===== config.mk =====
export PLATFORM = sky130hd
export DESIGN_NAME = grp_mem
export DESIGN_NICKNAME = d
export VERILOG_FILES = /design/src/rtl/core/grp_pkg.sv /design/src/rtl/core/grp_mem.sv
export SDC_FILE = /design/constraint.sdc
export NUM_CORES = 2
export LEC_CHECK = 0
export BUFFER_PORTS_ARGS = -buffer_cell sky130_fd_sc_hd__buf_2
export CAP_MARGIN = 0
export CORE_MARGIN = 2
export CORE_UTILIZATION = 50
export DETAILED_ROUTE_END_ITERATION = 16
export PLACE_DENSITY = 0.71
export SLEW_MARGIN = 20
export SYNTH_ARGS = -nofsm -noshare
export SYNTH_HDL_FRONTEND = slang
export SYNTH_SLANG_ARGS = --single-unit

===== constraint.sdc =====
create_clock -name clk -period 8.8 [get_ports clk]
set_input_delay 1.76 -clock clk [delete_from_list [all_inputs] [get_ports clk]]
set_output_delay 1.76 -clock clk [all_outputs]
set_load 0.005 [all_outputs]

===== src/rtl/core/grp_pkg.sv =====
// Package for the grid rectangle packer: sizes, states and shared types
package grp_pkg;
  localparam int MAX_DIM = 64;
  localparam int ROW_W   = MAX_DIM;
  localparam int ADDR_W  = $clog2(MAX_DIM);
  localparam int DIM_W   = 7;
  localparam int EXT_W   = DIM_W + 1;
  localparam int AREA_W  = 2 * EXT_W;

  typedef enum logic [2:0] {
    ST_IDLE,
    ST_ROW,
    ST_ACC,
    ST_COL,
    ST_FIN,
    ST_MRD,
    ST_MWR,
    ST_DONE
  } grp_state_t;

  typedef struct packed {
    logic              rd_en;
    logic [ADDR_W-1:0] rd_addr;
    logic              wr_en;
    logic [ADDR_W-1:0] wr_addr;
    logic [ROW_W-1:0]  wr_data;
  } grp_mem_req_t;

  typedef struct packed {
    logic [DIM_W-1:0] place_x;
    logic [DIM_W-1:0] place_y;
    logic [DIM_W-1:0] grid_w;
    logic [DIM_W-1:0] grid_h;
    logic             overflow;
  } grp_res_t;
endpackage


===== src/rtl/core/grp_mem.sv =====
// Occupancy row memory with per-row valid bits; unwritten rows read as free
module grp_mem import grp_pkg::*; (
  input  logic             clk,
  input  logic             rst_n,
  input  grp_mem_req_t     req,
  output logic [ROW_W-1:0] rd_data
);
  logic [ROW_W-1:0] mem [MAX_DIM];
  logic [MAX_DIM-1:0] vld_r;
  logic [ROW_W-1:0] rd_r;
  logic             rd_vld_r;

  always_ff @(posedge clk) begin
    if (req.wr_en) begin
      mem[req.wr_addr] <= req.wr_data;
    end
    if (req.rd_en) begin
      rd_r <= mem[req.rd_addr];
    end
  end

  always_ff @(posedge clk) begin
    if (!rst_n) begin
      vld_r    <= '0;
      rd_vld_r <= 1'b0;
    end else begin
      if (req.wr_en) begin
        vld_r[req.wr_addr] <= 1'b1;
      end
      if (req.rd_en) begin
        rd_vld_r <= vld_r[req.rd_addr];
      end
    end
  end

  assign rd_data = rd_vld_r ? rd_r : '0;
endmodule


== Word-level counts from Yosys, hierarchy flattened ==
Memory sizes are Yosys's and may differ from the RTL's. A register that Yosys moved wholly into a read port is not among the register bits.
Index checks and enable logic that the tools add are counted.
W data, S select, Z words.

* Flip-flop bits (word level): 65
* Latch bits: 0
* RAM bits: 4096
* ROM bits: 0
* Input bits: 80
* Output and inout bits: 64
* Logic and storage cells: 15
* Memories: 1

{| class="wikitable"
|+ Memories
! name !! words !! width !! read ports !! clocked after Yosys merged registers in !! wr ports !! line !! source
|-
| mem || 64 || 64 || 1 || 1 || 1 || grp_mem.sv:8 || <nowiki>logic [ROW_W-1:0] mem [MAX_DIM];</nowiki>
|}

* Add/subtract/negate cells: 0
* Multiply operators: 0
* Div/mod/pow operators: 0
* Order comparisons: 3
* Eq/ne operators: 0
* Shift operators: 0
* Multiplexer cells: 7
* Bitwise gates (word level): 1
* Reductions and logical operators: 1

{| class="wikitable"
|+ Operators by type and width
! cell !! count
|-
| $mux W64 || 1
|-
| $or A64 B64 Y64 || 1
|-
| $lt A6 B7 Y1 const B || 2
|-
| $bmux W1 S6 || 1
|-
| $demux W1 S6 || 1
|-
| $ge A6 B1 Y1 const B || 1
|-
| $mux W1 || 4
|-
| $logic_and A1 B1 Y1 || 1
|}

== Logic depth before layout (Yosys ltp) ==
* Depth after elaboration: 5
* Mapped depth: 10
* Depth with buffers taken out: 5

== Worst setup path after synthesis ==
No wires, ideal clock.

* Kind: input port to flip-flop
* Start: input port req[70] (netlist name)
* End: memory mem[40][0] (netlist name) (enable)
* Setup time: 567 ps
* Data arrival time: 6640 ps
* Slack: 1593 ps
* Cell stages on the path: 3
* Path buffers: 0
* Cells stage by stage: nor2b_1 nand3_1 nor3_1

* Word-level cells in the longest chain between the ends: 2

{| class="wikitable"
|+ RTL lines
! what !! line !! source
|-
| start: declaration || grp_mem.sv:5 || <nowiki>input grp_mem_req_t req,</nowiki>
|-
| $mux W1 || grp_mem.sv:14 || <nowiki>if (req.wr_en) begin</nowiki>
|-
| $mux W1 (implied by the code) || grp_mem.sv:15 || <nowiki>mem[req.wr_addr] <= req.wr_data;</nowiki>
|-
| end: declaration || grp_mem.sv:8 ||
|}

No other way between the ends.

==> impl_metrics.py <==
metrics = {
    "synth": {
        "synth_cells": 6320,
        "ys_types": 30,
        "synthesis.nets": 6400,
        "syn-cell-area_um2": 160000,
        "synth-main-ff-cell": "edfxtp_1",
        "synthArstFlopShare": 0,
        "synth_edf_count": 4160,
        "synth_seq_cells": 4225,
        "postSynthAreaPerCell_um2": 25.2,
        "ys_seq_area_frac": 0.791,
        "yosysWarnings": 0,
    },
    "sta": {
        "period_minus_slack_ns": 4.36,
        "fmaxAchievable_ghz": 0.230,
        "worst_slack_ns": 4.44,
        "tightest_slew_ns": 1.28,
        "final-max-slew-violation-count": 0,
        "finalClockSkew_ns": 0.0505,
        "setup_viol_count_final": 0,
        "setup_tns_ns": 0,
        "relSlewSlack": 0.147,
        "hold_viol_final": 0,
        "rsz0062_at_grt": "no",
        "final.period_utilization": 0.495,
    },
    "power_and_ir_drop": {
        "p_switching_mw": 8.51,
        "clockPowerShare": 0.419,
        "switching_share": 0.205,
        "power.density_nw_per_um2": 231,
        "p_comb_frac": 0.043,
        "leakage_nw": 55.5,
        "ir_worst_vdd_mv": 0.190,
        "internal-power_mw": 33.0,
        "p_seq_frac": 0.539,
    },
    "global_route": {
        "gr-total-overflow": 0,
        "grt_pass1_vias": 74300,
        "antenna_found_initial": 42,
        "grt.total_usage": 0.263,
        "grt_max_degree": 154,
        "grt_pass1_wl_mm": 589,
    },
    "detailed_routing": {
        "first_iter_violations": 12200,
        "ant_nets": 0,
        "wl_per_cell_um": 37.8,
        "vias_per_cell": 6.70,
        "drt-total-wl_mm": 425,
        "via_count": 75300,
        "drc": 0,
        "firstDrtPassIters": 7,
    },
    "die": {
        "dieArea_um2": 324000,
        "die_height_um": 569,
        "core_area_um2": 318000,
        "start_util": 0.502,
        "row_count": 207,
        "die_x_um": 569,
        "io_pins": 144,
    },
    "cts": {
        "hold_buffers": 0,
        "clockBufferDepth": 4,
        "cts_setup_buffers": 0,
        "h-tree-depth": 5,
        "clk_latency_ns": 0.93,
        "cts_resized": 0,
        "cts_buffers": 405,
        "clock-sinks": 4225,
        "cts_root_buffer": "clkbuf_16",
        "cts_tree": "done",
        "clkTransAtPathRegs_ns": 0.06,
    },
    "layout": {
        "syn_to_final_growth_pct": 12.6,
        "multiInputGateArea_um2": 32400,
        "utilization": 0.565,
        "drive_gt1_frac": 0.321,
        "fin_nets": 6786,
        "regArea_um2": 126000,
        "fillerInstances": 22000,
    },
    "critical_path": {
        "worstPathRequired_ns": 9.40,
        "worstPathMaxFanout": 72,
        "critPathCaptureType": "flip-flop",
        "critPathArrivalTime_ns": 4.95,
        "path_class": "input port to flip-flop",
        "critPathLaunchType": "input port",
    },
    "placement": {
        "dpl.hpwl_mm": 208,
        "place_ws_ns": 3.50,
        "gp_congestion": 0.782,
        "io_buffers": 143,
    },
    "outcome": {
        "status": "finished, final reports clean",
    },
    "hold_path": {
        "hp-class": "flip-flop to flip-flop",
    },
    "flow_run": {
        "drv_cap": 0,
    },
}
## registers in the layout, summed over array words and instances, names as in the netlist
register / cells
rd_r: 64
rd_vld_r: 1
mem: 4096
vld_r: 64
## placed cells by master, fill, tap and decap left out, types with 2 or more instances in the layout
master,netlist,final
clkbuf_1,188,80
nor2b_1,16,14
diode_2,0,23
nor2_1,64,3
nand2b_1,10,10
mux2i_1,2,2
inv_6,0,5
clkinv_2,0,82
mux2_2,4,4
a22oi_1,131,131
a2111oi_0,6,6
o21ai_0,2,2
clkinvlp_4,0,16
mux4_2,1290,1290
and2_1,65,64
inv_16,0,3
nand2_1,72,72
buf_12,0,34
clkinv_8,0,6
nor2_4,0,61
dfxtp_1,65,64
o22ai_1,2,2
clkinv_4,0,5
nor2b_4,0,2
bufinv_16,0,49
o21a_1,64,64
nand4_1,3,3
nand3_1,10,10
buf_2,109,126
buf_4,4,156
nor3_2,0,4
edfxtp_1,4160,4160
clkbuf_16,0,409
a211oi_1,2,2
buf_8,0,3
clkbuf_8,0,3
clkinv_1,0,81
nor4_1,2,2
## through the flow
stage	instances	instance area, um2	hold WS [ns]	total power, mW
3_5_place_dp	10500	166000	0.446	24.6
5_1_grt	11200	180000	0.472	42.5
4_1_cts	11200	179000	0.460	41.7
2_1_floorplan	6320	160000	0.433	23.8
3_3_place_gp	10500	166000	0.439	24.5
6_report	11200	180000	0.460	41.5
## per-layer routing
layer,vias up,global-route usage,routed length [um]
met5,-,0,95
met3,856,0.0526,49300
li1,28400,-,-
met1,40900,0.370,156000
met2,5108,0.414,204000
met4,16,0.0897,15900
## Yosys cell counts, drive strengths merged, types with 2 or more instances
cell type | n | share of area
edfxtp | 4160 | 0.78
mux4 | 1290 | 0.18
clkbuf | 188 | 0.0044
buf | 153 | 0.0047
a22oi | 131 | 0.0062
nand2 | 72 | 0.0017
and2 | 65 | 0.0025
dfxtp | 65 | 0.0082
nor2 | 64 | 0.0015
o21a | 64 | 0.0030
nor2b | 16 | 0.00063
nand2b | 10 | 0.00039
nand3 | 10 | 0.00031
a2111oi | 6 | 0.00033
mux2 | 4 | 0.00028
nor3 | 4 | 0.00013
nand4 | 3 | 0.00012
a211oi | 2 | 0.000094
mux2i | 2 | 0.00013
nor4 | 2 | 0.000078
o21ai | 2 | 0.000063
o22ai | 2 | 0.000078
## kinds of logic (layout without fill, tap and decap cells)
family / count (synthesis) / count (layout) / share of synthesized area
other: 0 / 23 / 0
DFF: 4225 / 4225 / 0.791
muxes: 1296 / 1296 / 0.182
AOI/OAI and AO/OA: 210 / 210 / 0.00989
buffers and inverters: 341 / 1061 / 0.00911
and+or+nand+nor: 248 / 248 / 0.00749
## final timing paths
| check | slack (ns) | from | depth (start not counted) | to |
|---|---|---|---|---|
| setup / recovery | 4.44 | req[73] | 6 | rd_r[44] |
| hold / removal | 0.46 | vld_r[27] | 1 | vld_r[27] |
| setup reg to reg | 6.42 | mem[22][31] | 4 | rd_r[31] |
| hold reg to reg | 0.46 | vld_r[27] | 1 | vld_r[27] |
## power groups by stage
stage / logic (mW) / registers, mW / clock network, mW
after floorplan: 1.07 / 22.7 / 0
after global placement: 1.73 / 22.8 / 0
after detailed placement: 1.77 / 22.8 / 0
after CTS: 1.77 / 22.4 / 17.6
after global routing: 1.87 / 22.4 / 18.3
final: 1.77 / 22.4 / 17.4
## worst max-delay path, stage by stage
cell and delay (ns):
buf_8 0.52, buf_4 0.92, mux4_2 0.44, mux4_2 0.47, a22oi_1 0.42, nand2_1 0.24
## layout make-up
type / count / share of cell area
well taps: 4180 / 0.0291
clock inverters: 249 / 0.0144
clock buffers: 492 / 0.0589
multi-input cells: 1754 / 0.180
diodes: 23 / 0.000320
repair buffers: 320 / 0.0141
flip-flops and latches: 4225 / 0.703
Power figures use the tool's default switching activity.
