## config.mk

```make
export PLATFORM = sky130hd
export DESIGN_NAME = grp_ctrl
export DESIGN_NICKNAME = d
export VERILOG_FILES = /design/src/rtl/core/grp_pkg.sv /design/src/rtl/core/grp_ctrl.sv
export SDC_FILE = /design/constraint.sdc
export NUM_CORES = 1
export LEC_CHECK = 0
export BUFFER_PORTS_ARGS = -buffer_cell sky130_fd_sc_hd__buf_2
export CORE_MARGIN = 2
export CORE_UTILIZATION = 50
export DETAILED_ROUTE_END_ITERATION = 10
export PLACE_DENSITY = 0.71
export SETUP_SLACK_MARGIN = 0.3
export SYNTH_ARGS = -nofsm -noshare
export SYNTH_HDL_FRONTEND = slang
export SYNTH_SLANG_ARGS = --single-unit
```

## constraint.sdc

```tcl
create_clock -name clk -period 12.7 [get_ports clk]
set_input_delay 3.81 -clock clk [delete_from_list [all_inputs] [get_ports clk]]
set_output_delay 3.81 -clock clk [all_outputs]
set_load 0.02 [all_outputs]
```

## src/rtl/core/grp_pkg.sv

```systemverilog
// Package for the grid rectangle packer: sizes, states and shared types
package grp_pkg;
  localparam int MAX_DIM = 64;
  localparam int ROW_W   = MAX_DIM;
  localparam int ADDR_W  = $clog2(MAX_DIM);
  localparam int DIM_W   = 7;
  localparam int EXT_W   = DIM_W + 1;
  localparam int AREA_W  = 2 * EXT_W;

  typedef enum logic [2:0] {
    ST_IDLE,
    ST_ROW,
    ST_ACC,
    ST_COL,
    ST_FIN,
    ST_MRD,
    ST_MWR,
    ST_DONE
  } grp_state_t;

  typedef struct packed {
    logic              rd_en;
    logic [ADDR_W-1:0] rd_addr;
    logic              wr_en;
    logic [ADDR_W-1:0] wr_addr;
    logic [ROW_W-1:0]  wr_data;
  } grp_mem_req_t;

  typedef struct packed {
    logic [DIM_W-1:0] place_x;
    logic [DIM_W-1:0] place_y;
    logic [DIM_W-1:0] grid_w;
    logic [DIM_W-1:0] grid_h;
    logic             overflow;
  } grp_res_t;
endpackage

```

## src/rtl/core/grp_ctrl.sv

```systemverilog
// Placement sequencer: scans origins against memory rows, then marks cells
module grp_ctrl import grp_pkg::*; (
  input  logic             clk,
  input  logic             rst_n,
  input  logic             in_valid,
  output logic             in_ready,
  input  logic [DIM_W-1:0] in_w,
  input  logic [DIM_W-1:0] in_h,
  output grp_mem_req_t     mem_req,
  input  logic [ROW_W-1:0] rd_data,
  output grp_res_t         res,
  output logic             res_valid,
  input  logic             res_take
);
  grp_state_t state_r, state_nxt;
  logic [DIM_W-1:0]  w_r, w_nxt, h_r, h_nxt;
  logic [DIM_W-1:0]  gw_r, gw_nxt, gh_r, gh_nxt;
  logic [DIM_W-1:0]  ox_r, ox_nxt, oy_r, oy_nxt;
  logic [DIM_W-1:0]  bx_r, bx_nxt, by_r, by_nxt;
  logic [EXT_W-1:0]  bw_r, bw_nxt, bh_r, bh_nxt;
  logic [EXT_W-1:0]  ry_r, ry_nxt;
  logic [ROW_W-1:0]  acc_r, acc_nxt;
  logic [AREA_W-1:0] best_r, best_nxt;
  logic              found_r, found_nxt, ovf_r, ovf_nxt;

  logic [EXT_W-1:0]  ox_end, oy_end, nw, nh, row_end, mark_end, sq_w;
  logic [AREA_W-1:0] area;
  logic [ROW_W-1:0]  wmask;
  logic              spot_ok, better, ovf_now;

  always_comb begin
    ox_end   = {1'b0, ox_r} + {1'b0, w_r};
    oy_end   = {1'b0, oy_r} + {1'b0, h_r};
    nw       = (ox_end > {1'b0, gw_r}) ? ox_end : {1'b0, gw_r};
    nh       = (oy_end > {1'b0, gh_r}) ? oy_end : {1'b0, gh_r};
    area     = AREA_W'(nw) * AREA_W'(nh);
    row_end  = (oy_end > {1'b0, gh_r}) ? {1'b0, gh_r} : oy_end;
    mark_end = ({1'b0, by_r} + {1'b0, h_r} > EXT_W'(MAX_DIM)) ?
               EXT_W'(MAX_DIM) : {1'b0, by_r} + {1'b0, h_r};
    wmask    = (w_r >= DIM_W'(ROW_W)) ? '1 : ((ROW_W'(1) << w_r) - ROW_W'(1));
    spot_ok  = ((acc_r >> ox_r) & wmask) == '0;
    better   = !found_r || (area < best_r);
    sq_w     = (bh_r > bw_r) ? bh_r : bw_r;
    ovf_now  = (sq_w > EXT_W'(MAX_DIM)) || (bh_r > EXT_W'(MAX_DIM));
  end

  // next state
  always_comb begin
    state_nxt = state_r;
    unique case (state_r)
      ST_IDLE: if (in_valid) state_nxt = ST_ROW;
      ST_ROW:  state_nxt = (ry_r < row_end) ? ST_ACC : ST_COL;
      ST_ACC:  state_nxt = ST_ROW;
      ST_COL: begin
        if (ox_r == gw_r) state_nxt = (oy_r == gh_r) ? ST_FIN : ST_ROW;
      end
      ST_FIN:  state_nxt = ovf_now ? ST_DONE : ST_MRD;
      ST_MRD:  state_nxt = (ry_r < mark_end) ? ST_MWR : ST_DONE;
      ST_MWR:  state_nxt = ST_MRD;
      ST_DONE: if (res_take) state_nxt = ST_IDLE;
      default: state_nxt = ST_IDLE;
    endcase
  end

  // outputs and datapath
  always_comb begin
    w_nxt = w_r;   h_nxt = h_r;   gw_nxt = gw_r; gh_nxt = gh_r;
    ox_nxt = ox_r; oy_nxt = oy_r; bx_nxt = bx_r; by_nxt = by_r;
    bw_nxt = bw_r; bh_nxt = bh_r; ry_nxt = ry_r; acc_nxt = acc_r;
    best_nxt = best_r; found_nxt = found_r; ovf_nxt = ovf_r;
    in_ready  = 1'b0;
    res_valid = 1'b0;
    mem_req   = '0;
    unique case (state_r)
      ST_IDLE: begin
        in_ready = 1'b1;
        if (in_valid) begin
          w_nxt = in_w; h_nxt = in_h;
          oy_nxt = '0; ry_nxt = '0; acc_nxt = '0; found_nxt = 1'b0;
        end
      end
      ST_ROW: begin
        mem_req.rd_en   = ry_r < row_end;
        mem_req.rd_addr = ry_r[ADDR_W-1:0];
        ox_nxt = '0;
      end
      ST_ACC: begin
        acc_nxt = acc_r | rd_data;
        ry_nxt  = ry_r + EXT_W'(1);
      end
      ST_COL: begin
        if (better && spot_ok) begin
          found_nxt = 1'b1; best_nxt = area;
          bx_nxt = ox_r; by_nxt = oy_r; bw_nxt = nw; bh_nxt = nh;
        end
        if (ox_r == gw_r) begin
          oy_nxt  = oy_r + DIM_W'(1);
          ry_nxt  = {1'b0, oy_r} + EXT_W'(1);
          acc_nxt = '0;
        end else begin
          ox_nxt = ox_r + DIM_W'(1);
        end
      end
      ST_FIN: begin
        ovf_nxt = ovf_now;
        if (!ovf_now) begin
          gw_nxt = sq_w[DIM_W-1:0];
          gh_nxt = bh_r[DIM_W-1:0];
          ry_nxt = {1'b0, by_r};
        end
      end
      ST_MRD: begin
        mem_req.rd_en   = ry_r < mark_end;
        mem_req.rd_addr = ry_r[ADDR_W-1:0];
      end
      ST_MWR: begin
        mem_req.wr_en   = 1'b1;
        mem_req.wr_addr = ry_r[ADDR_W-1:0];
        mem_req.wr_data = rd_data | (wmask << bx_r);
        ry_nxt = ry_r + EXT_W'(1);
      end
      ST_DONE: res_valid = 1'b1;
      default: ;
    endcase
  end

  always_comb begin
    res.overflow = ovf_r;
    res.place_x  = ovf_r ? '0 : bx_r;
    res.place_y  = ovf_r ? '0 : by_r;
    res.grid_w   = ovf_r ? '0 : gw_r;
    res.grid_h   = ovf_r ? '0 : gh_r;
  end

  always_ff @(posedge clk) begin
    if (!rst_n) begin
      state_r <= ST_IDLE;
      gw_r    <= '0;
      gh_r    <= '0;
      found_r <= 1'b0;
      ovf_r   <= 1'b0;
    end else begin
      state_r <= state_nxt;
      gw_r    <= gw_nxt;
      gh_r    <= gh_nxt;
      found_r <= found_nxt;
      ovf_r   <= ovf_nxt;
    end
  end

  always_ff @(posedge clk) begin
    w_r <= w_nxt;   h_r <= h_nxt;   ox_r <= ox_nxt; oy_r <= oy_nxt;
    bx_r <= bx_nxt; by_r <= by_nxt; bw_r <= bw_nxt; bh_r <= bh_nxt;
    ry_r <= ry_nxt; acc_r <= acc_nxt; best_r <= best_nxt;
  end
endmodule

```

; ---- Yosys cells after proc, flatten, opt, wreduce, memory -nomap -nowiden
; Index checks and enable logic that the tools add are counted.
[word_totals]
reg_bits = 165
input_bits = 82
out_inout_bits = 109
word_cells = 114
[classes]
add_sub_neg = 8
mul = 1
n_lt_le_gt_ge = 10
eq_ne = 15
shift = 3
mux = 37
bitwise = 4
n_reduce_logical = 20
[op_table]
columns = cell, count
row1 = $mux 64, 3
row2 = $pmux 64 s3, 1
row3 = $or 64x64->64, 2
row4 = $mux 71, 1
row5 = $and 64x64->64, 1
row6 = $logic_not 64->1, 1
row7 = $mux 8, 8
row8 = $shl 1x7->64 const A, 1
row9 = $shl 64x7->64, 1
row10 = $shr 64x7->64, 1
row11 = $sub 64x1->64 const B, 1
row12 = $mux 7, 7
row13 = $pmux 7 s2, 3
row14 = $pmux 8 s4, 1
row15 = $add 7x7->8, 3
row16 = $gt 8x7->1 const B, 3
row17 = $pmux 3 s8, 1
row18 = $gt 8x7->1, 2
row19 = $lt 16x16->1, 1
row20 = $lt 8x8->1, 2
row21 = $mul 8x8->16, 1
row22 = $add 7x1->7 const B, 2
row23 = $eq 7x7->1, 2
row24 = $eq 3x3->1 const B, 4
row25 = other kinds (23), 45

; ---- Longest topological paths before layout
[logic_depth]
word_depth = 9
ltp_mapped = 41
depth_no_buf = 40

; ---- Worst setup path before layout
; Ideal clock, no wire load.
[synth_path]
path_kind = register -> register
from = register oy_r[0]
to = register best_r[0], enable pin
setup_ps = 409
arrival_ps = 9110
slack_ps = 3182
path_stages_with_launch = 37
n_path_buf = 1
cell_sequence = edfxtp_1 ha_1 fa_1 a21oi_1 nor2_1 nor2_1 o21bai_1 a21oi_1 xnor2_1 ha_1 nand4_1 a21oi_1 a211oi_1 o32a_1 clkbuf_1 mux2i_1 nor2_1 fa_1 fa_1 inv_1 fa_1 fa_1 inv_1 ha_1 a21oi_1 o21bai_1 a21oi_1 o21bai_1 a21oi_1 o21bai_1 a2111oi_0 nor3_1 xnor2_1 ha_1 nor2b_1 o21ai_0 and4b_1
[synth_between]
elab_chain_len = 8
[synth_lines]
columns = item, line
row1 = start: declaration, grp_ctrl.sv:18  ; logic [DIM_W-1:0] ox_r, ox_nxt, oy_r, oy_nxt;
row2 = start signal: assignment, grp_ctrl.sv:152  ; w_r <= w_nxt; h_r <= h_nxt; ox_r <= ox_nxt; oy_r <= oy_nxt;
row3 = $add 7x7->8 *, grp_ctrl.sv:33  ; oy_end = {1'b0, oy_r} + {1'b0, h_r};
row4 = $gt 8x7->1, grp_ctrl.sv:35  ; nh = (oy_end > {1'b0, gh_r}) ? oy_end : {1'b0, gh_r};
row5 = $mux 8 *, grp_ctrl.sv:35
row6 = $mul 8x8->16 *, grp_ctrl.sv:36  ; area = AREA_W'(nw) * AREA_W'(nh);
row7 = named net area[15], grp_ctrl.sv:27  ; logic [AREA_W-1:0] area;
row8 = $lt 16x16->1 *, grp_ctrl.sv:42  ; better = !found_r || (area < best_r);
row9 = $logic_or 1x1->1 *, grp_ctrl.sv:42
row10 = $logic_and 1x1->1 *, grp_ctrl.sv:92  ; if (better && spot_ok) begin
row11 = $reduce_and 2->1 (no line) *, -
row12 = end signal: assignment, grp_ctrl.sv:154  ; ry_r <= ry_nxt; acc_r <= acc_nxt; best_r <= best_nxt;
row13 = end: declaration, grp_ctrl.sv:23  ; logic [AREA_W-1:0] best_r, best_nxt;
; The timed path passes the listed nets; every way through them passes the cells marked *.
; A chain may end at the register's enable or synchronous reset.

; ---- Final worst setup path
[layout_path]
from = register oy_r[0]
to = register by_r[6], enable pin
[layout_between]
elab_chain_len = 8
[layout_lines]
columns = item, line
row1 = $add 7x7->8 *, grp_ctrl.sv:33
row2 = $gt 8x7->1, grp_ctrl.sv:35
row3 = $mux 8 *, grp_ctrl.sv:35
row4 = named net nh[4], grp_ctrl.sv:26  ; logic [EXT_W-1:0] ox_end, oy_end, nw, nh, row_end, mark_end, sq_w;
row5 = $mul 8x8->16 *, grp_ctrl.sv:36
row6 = named net area[15], grp_ctrl.sv:27
row7 = $lt 16x16->1 *, grp_ctrl.sv:42
row8 = $logic_or 1x1->1 *, grp_ctrl.sv:42
row9 = $logic_and 1x1->1 *, grp_ctrl.sv:92
row10 = $reduce_and 2->1 (no line) *, -
row11 = end signal: assignment, grp_ctrl.sv:153  ; bx_r <= bx_nxt; by_r <= by_nxt; bw_r <= bw_nxt; bh_r <= bh_nxt;
row12 = end: declaration, grp_ctrl.sv:19  ; logic [DIM_W-1:0] bx_r, bx_nxt, by_r, by_nxt;
; Marked as above.

==> impl_metrics.ini <==
[status]
status = finished, final reports clean

[drt]
drcViolationCount = 0
maxUsedRoutingLayer = met5
vias = 23983
detail_route.wirelength_um = 103000
avgViaCountPerCell = 7.16
postRouteAntennaNets = 0
detail_route.wl_per_cell_um = 30.7
first_pass_iters = 7
wl_met1_um = 39600
first_iter_violations = 4245
met2WireLength_um = 46000
dr_wl_met3_um = 12300

[clock_tree]
ctsHoldBuffers = 0
postCtsSetupBuffers = 0
cts_tree = yes
path_clk_slew_ns = 0.07
cts-resized-gates = 0
htree_levels = 4
ctsLongestPathBuffers = 2
root_buffer = clkbuf_16
cts_made_buffers = 17
cts_sinks = 165
worstSkewPairLatency_ns = 0.47

[setup_path]
critPathMaxStageDelay_ns = 0.82
r2r_start = oy_r[0]
crit_type = reg2reg
cpMaxStageDelayCell = mux2i_1
critPathArrivalTime_ns = 10.84
r2r-end = by_r[6]
worst_setup_path_end_kind = flip-flop
reg2reg_depth = 38
cp_max_fo = 25
worstPathRequired_ns = 12.83
r2r_setup_slack_ns = 1.99
start_kind = flip-flop

[sta]
finalSetupViolations = 0
fin_crit_ns = 10.71
drv_slew = 0
skew_ns = 0.0168
hold_viol_final = 0
tns_ns = 0
finalCritPeriodShare = 0.843
worstMarginPinSlew_ns = 1.19
timing.fmax_mhz = 93.4
max-slew-margin-rel = 0.196
rsz0062_at_grt = false

[finish]
nNetsFinal = 2969
fillers = 4245
final_cell_area_um2 = 24600
syn_to_final_growth_pct = 7.60
drive_above_1_share = 0.167

[placed_design]
numPortBuffers = 190
finalWeightedCongestion = 1.05
dpl_cell_area_um2 = 24000
dp_hpwl_um = 80100

[yosys]
synth_edf_count = 146
ys.flop_type = edfxtp_1
synth_cell_type_count = 97
synth_area_um2 = 22800
synth_common_cells = 305 x nor2_1, 182 x nand2_1, 177 x a21oi_1
synthCells = 2687
synth_area_leaders = edfxtp_1 19%, mux4_2 8.9%, ha_1 6.1%, mux2i_1 5.6%, nor2_1 5.0%
ys_ff_latch = 165
yosysTopAreaCellShare = 0.192
ys_warn_count = 0
synth_most_common_cell = nor2_1
avgSynthCellArea_um2 = 8.50
ys_seq_area_frac = 0.209
synth-async-reset-ratio = 0
synth_top_cell_by_area = edfxtp_1

[floorplanning]
initial_utilization = 0.505
die_w_um = 218
io_pins = 191
rows = 78
dieArea_um2 = 47400
core_area_um2 = 45200
die_y_um = 218

[global_routing]
grt_use_total = 0.427
grt-ovfl-total = 0
antenna_found_initial = 3
grt_first_pass_wirelength_um = 149000
grt_max_degree = 85
grt_pass1_vias = 22105

[job]
maxCapViolCount = 0

[power_and_ir_drop]
cellLeakagePower_nw = 10.2
p_per_area_nw_per_um2 = 255
ir_worst_vdd_mv = 0.739

[min_path]
hold_depth = 2
hp-class = reg2reg
worstHoldStart = bh_r[0]
min_delay_worst_endpoint = gh_r[0]
## per-stage QoR
step,power (mW),hold WS [ns],utilization,setup WS [ns],instances
after floorplan,4.35,0.452,-,3.18,2688
after global placement,5.53,0.584,0.531,2.56,3317
after detailed placement,5.65,0.595,0.531,2.15,3317
after CTS,6.20,0.614,0.544,2.10,3349
after global routing,6.82,0.648,0.544,1.37,3350
final,6.27,0.608,0.544,1.99,3351
## worst max-delay path by stage
stage	depth (start not counted)	end	from
2_1_floorplan	36	best_r[0]	oy_r[0]
3_3_place_gp	38	by_r[0]	oy_r[0]
3_5_place_dp	38	by_r[1]	oy_r[0]
4_1_cts	38	by_r[4]	oy_r[0]
5_1_grt	36	by_r[6]	oy_r[0]
6_report	38	by_r[6]	oy_r[0]
## cells in the final DEF (no fill, tap or decap), drive strengths merged, types with 37 or more instances in the layout
| master | synthesis | layout |
|---|---|---|
| nor2 | 305 | 305 |
| a21oi | 177 | 177 |
| xnor2 | 45 | 45 |
| inv | 160 | 169 |
| nor2b | 38 | 38 |
| ha | 112 | 112 |
| o21ai | 110 | 110 |
| a211oi | 37 | 37 |
| fa | 39 | 39 |
| nand2 | 182 | 182 |
| mux2i | 128 | 128 |
| nor3 | 72 | 72 |
| nand3 | 58 | 58 |
| o21a | 84 | 84 |
| mux4 | 100 | 100 |
| mux2 | 54 | 54 |
| edfxtp | 146 | 146 |
| buf | 79 | 240 |
## per-layer routing
| metal | global-route usage | vias up |
|---|---|---|
| li1 | - | 10276 |
| met1 | 0.567 | 11704 |
| met2 | 0.662 | 1690 |
| met3 | 0.103 | 309 |
| met4 | 0.185 | 4 |
| met5 | 0 | - |
## sequential cells by signal (all words and copies together), names as in the netlist, 8 cells and up
register and flops:
acc_r 64, best_r 16, bh_r 8, bw_r 8, ry_r 8
## kinds of logic after synthesis
family | after synthesis | synth area share
simple gates | 876 | 0.185
mux | 282 | 0.183
buf+inv | 376 | 0.0688
xor+xnor | 61 | 0.0234
fa+ha+maj | 151 | 0.0956
compound gates | 775 | 0.236
flops | 165 | 0.209
other cells | 1 | 0.000164
## worst max-delay path: cells and delay by family (launching register included)
family	cells	cell delay [ns]
AO/OA/AOI/OAI	13	2.89
XOR/XNOR	2	0.42
adder cells (fa/ha/maj)	9	3.54
buffers and inverters	6	0.79
flip-flops	1	0.52
multiplexers	1	0.82
AND/OR/NAND/NOR	7	1.36
## cell type report
| type | instances | area [um^2] | area share |
|---|---|---|---|
| inverter | 165 | 619 | 0.0252 |
| antenna | 2 | 5.00 | 0.000204 |
| clock inverter | 15 | 156 | 0.00637 |
| multi-input combinational | 2147 | 16500 | 0.672 |
| clock buffer | 17 | 425 | 0.0173 |
| sequential | 165 | 4760 | 0.194 |
| timing repair buffer | 240 | 1330 | 0.0540 |
| tap | 600 | 751 | 0.0306 |
## report_power, final
part | switching [mW] | internal [mW]
sequential | 0.146 | 0.844
combinational | 2.85 | 1.91
clock | 0.260 | 0.262
Power figures use the tool's default switching activity.
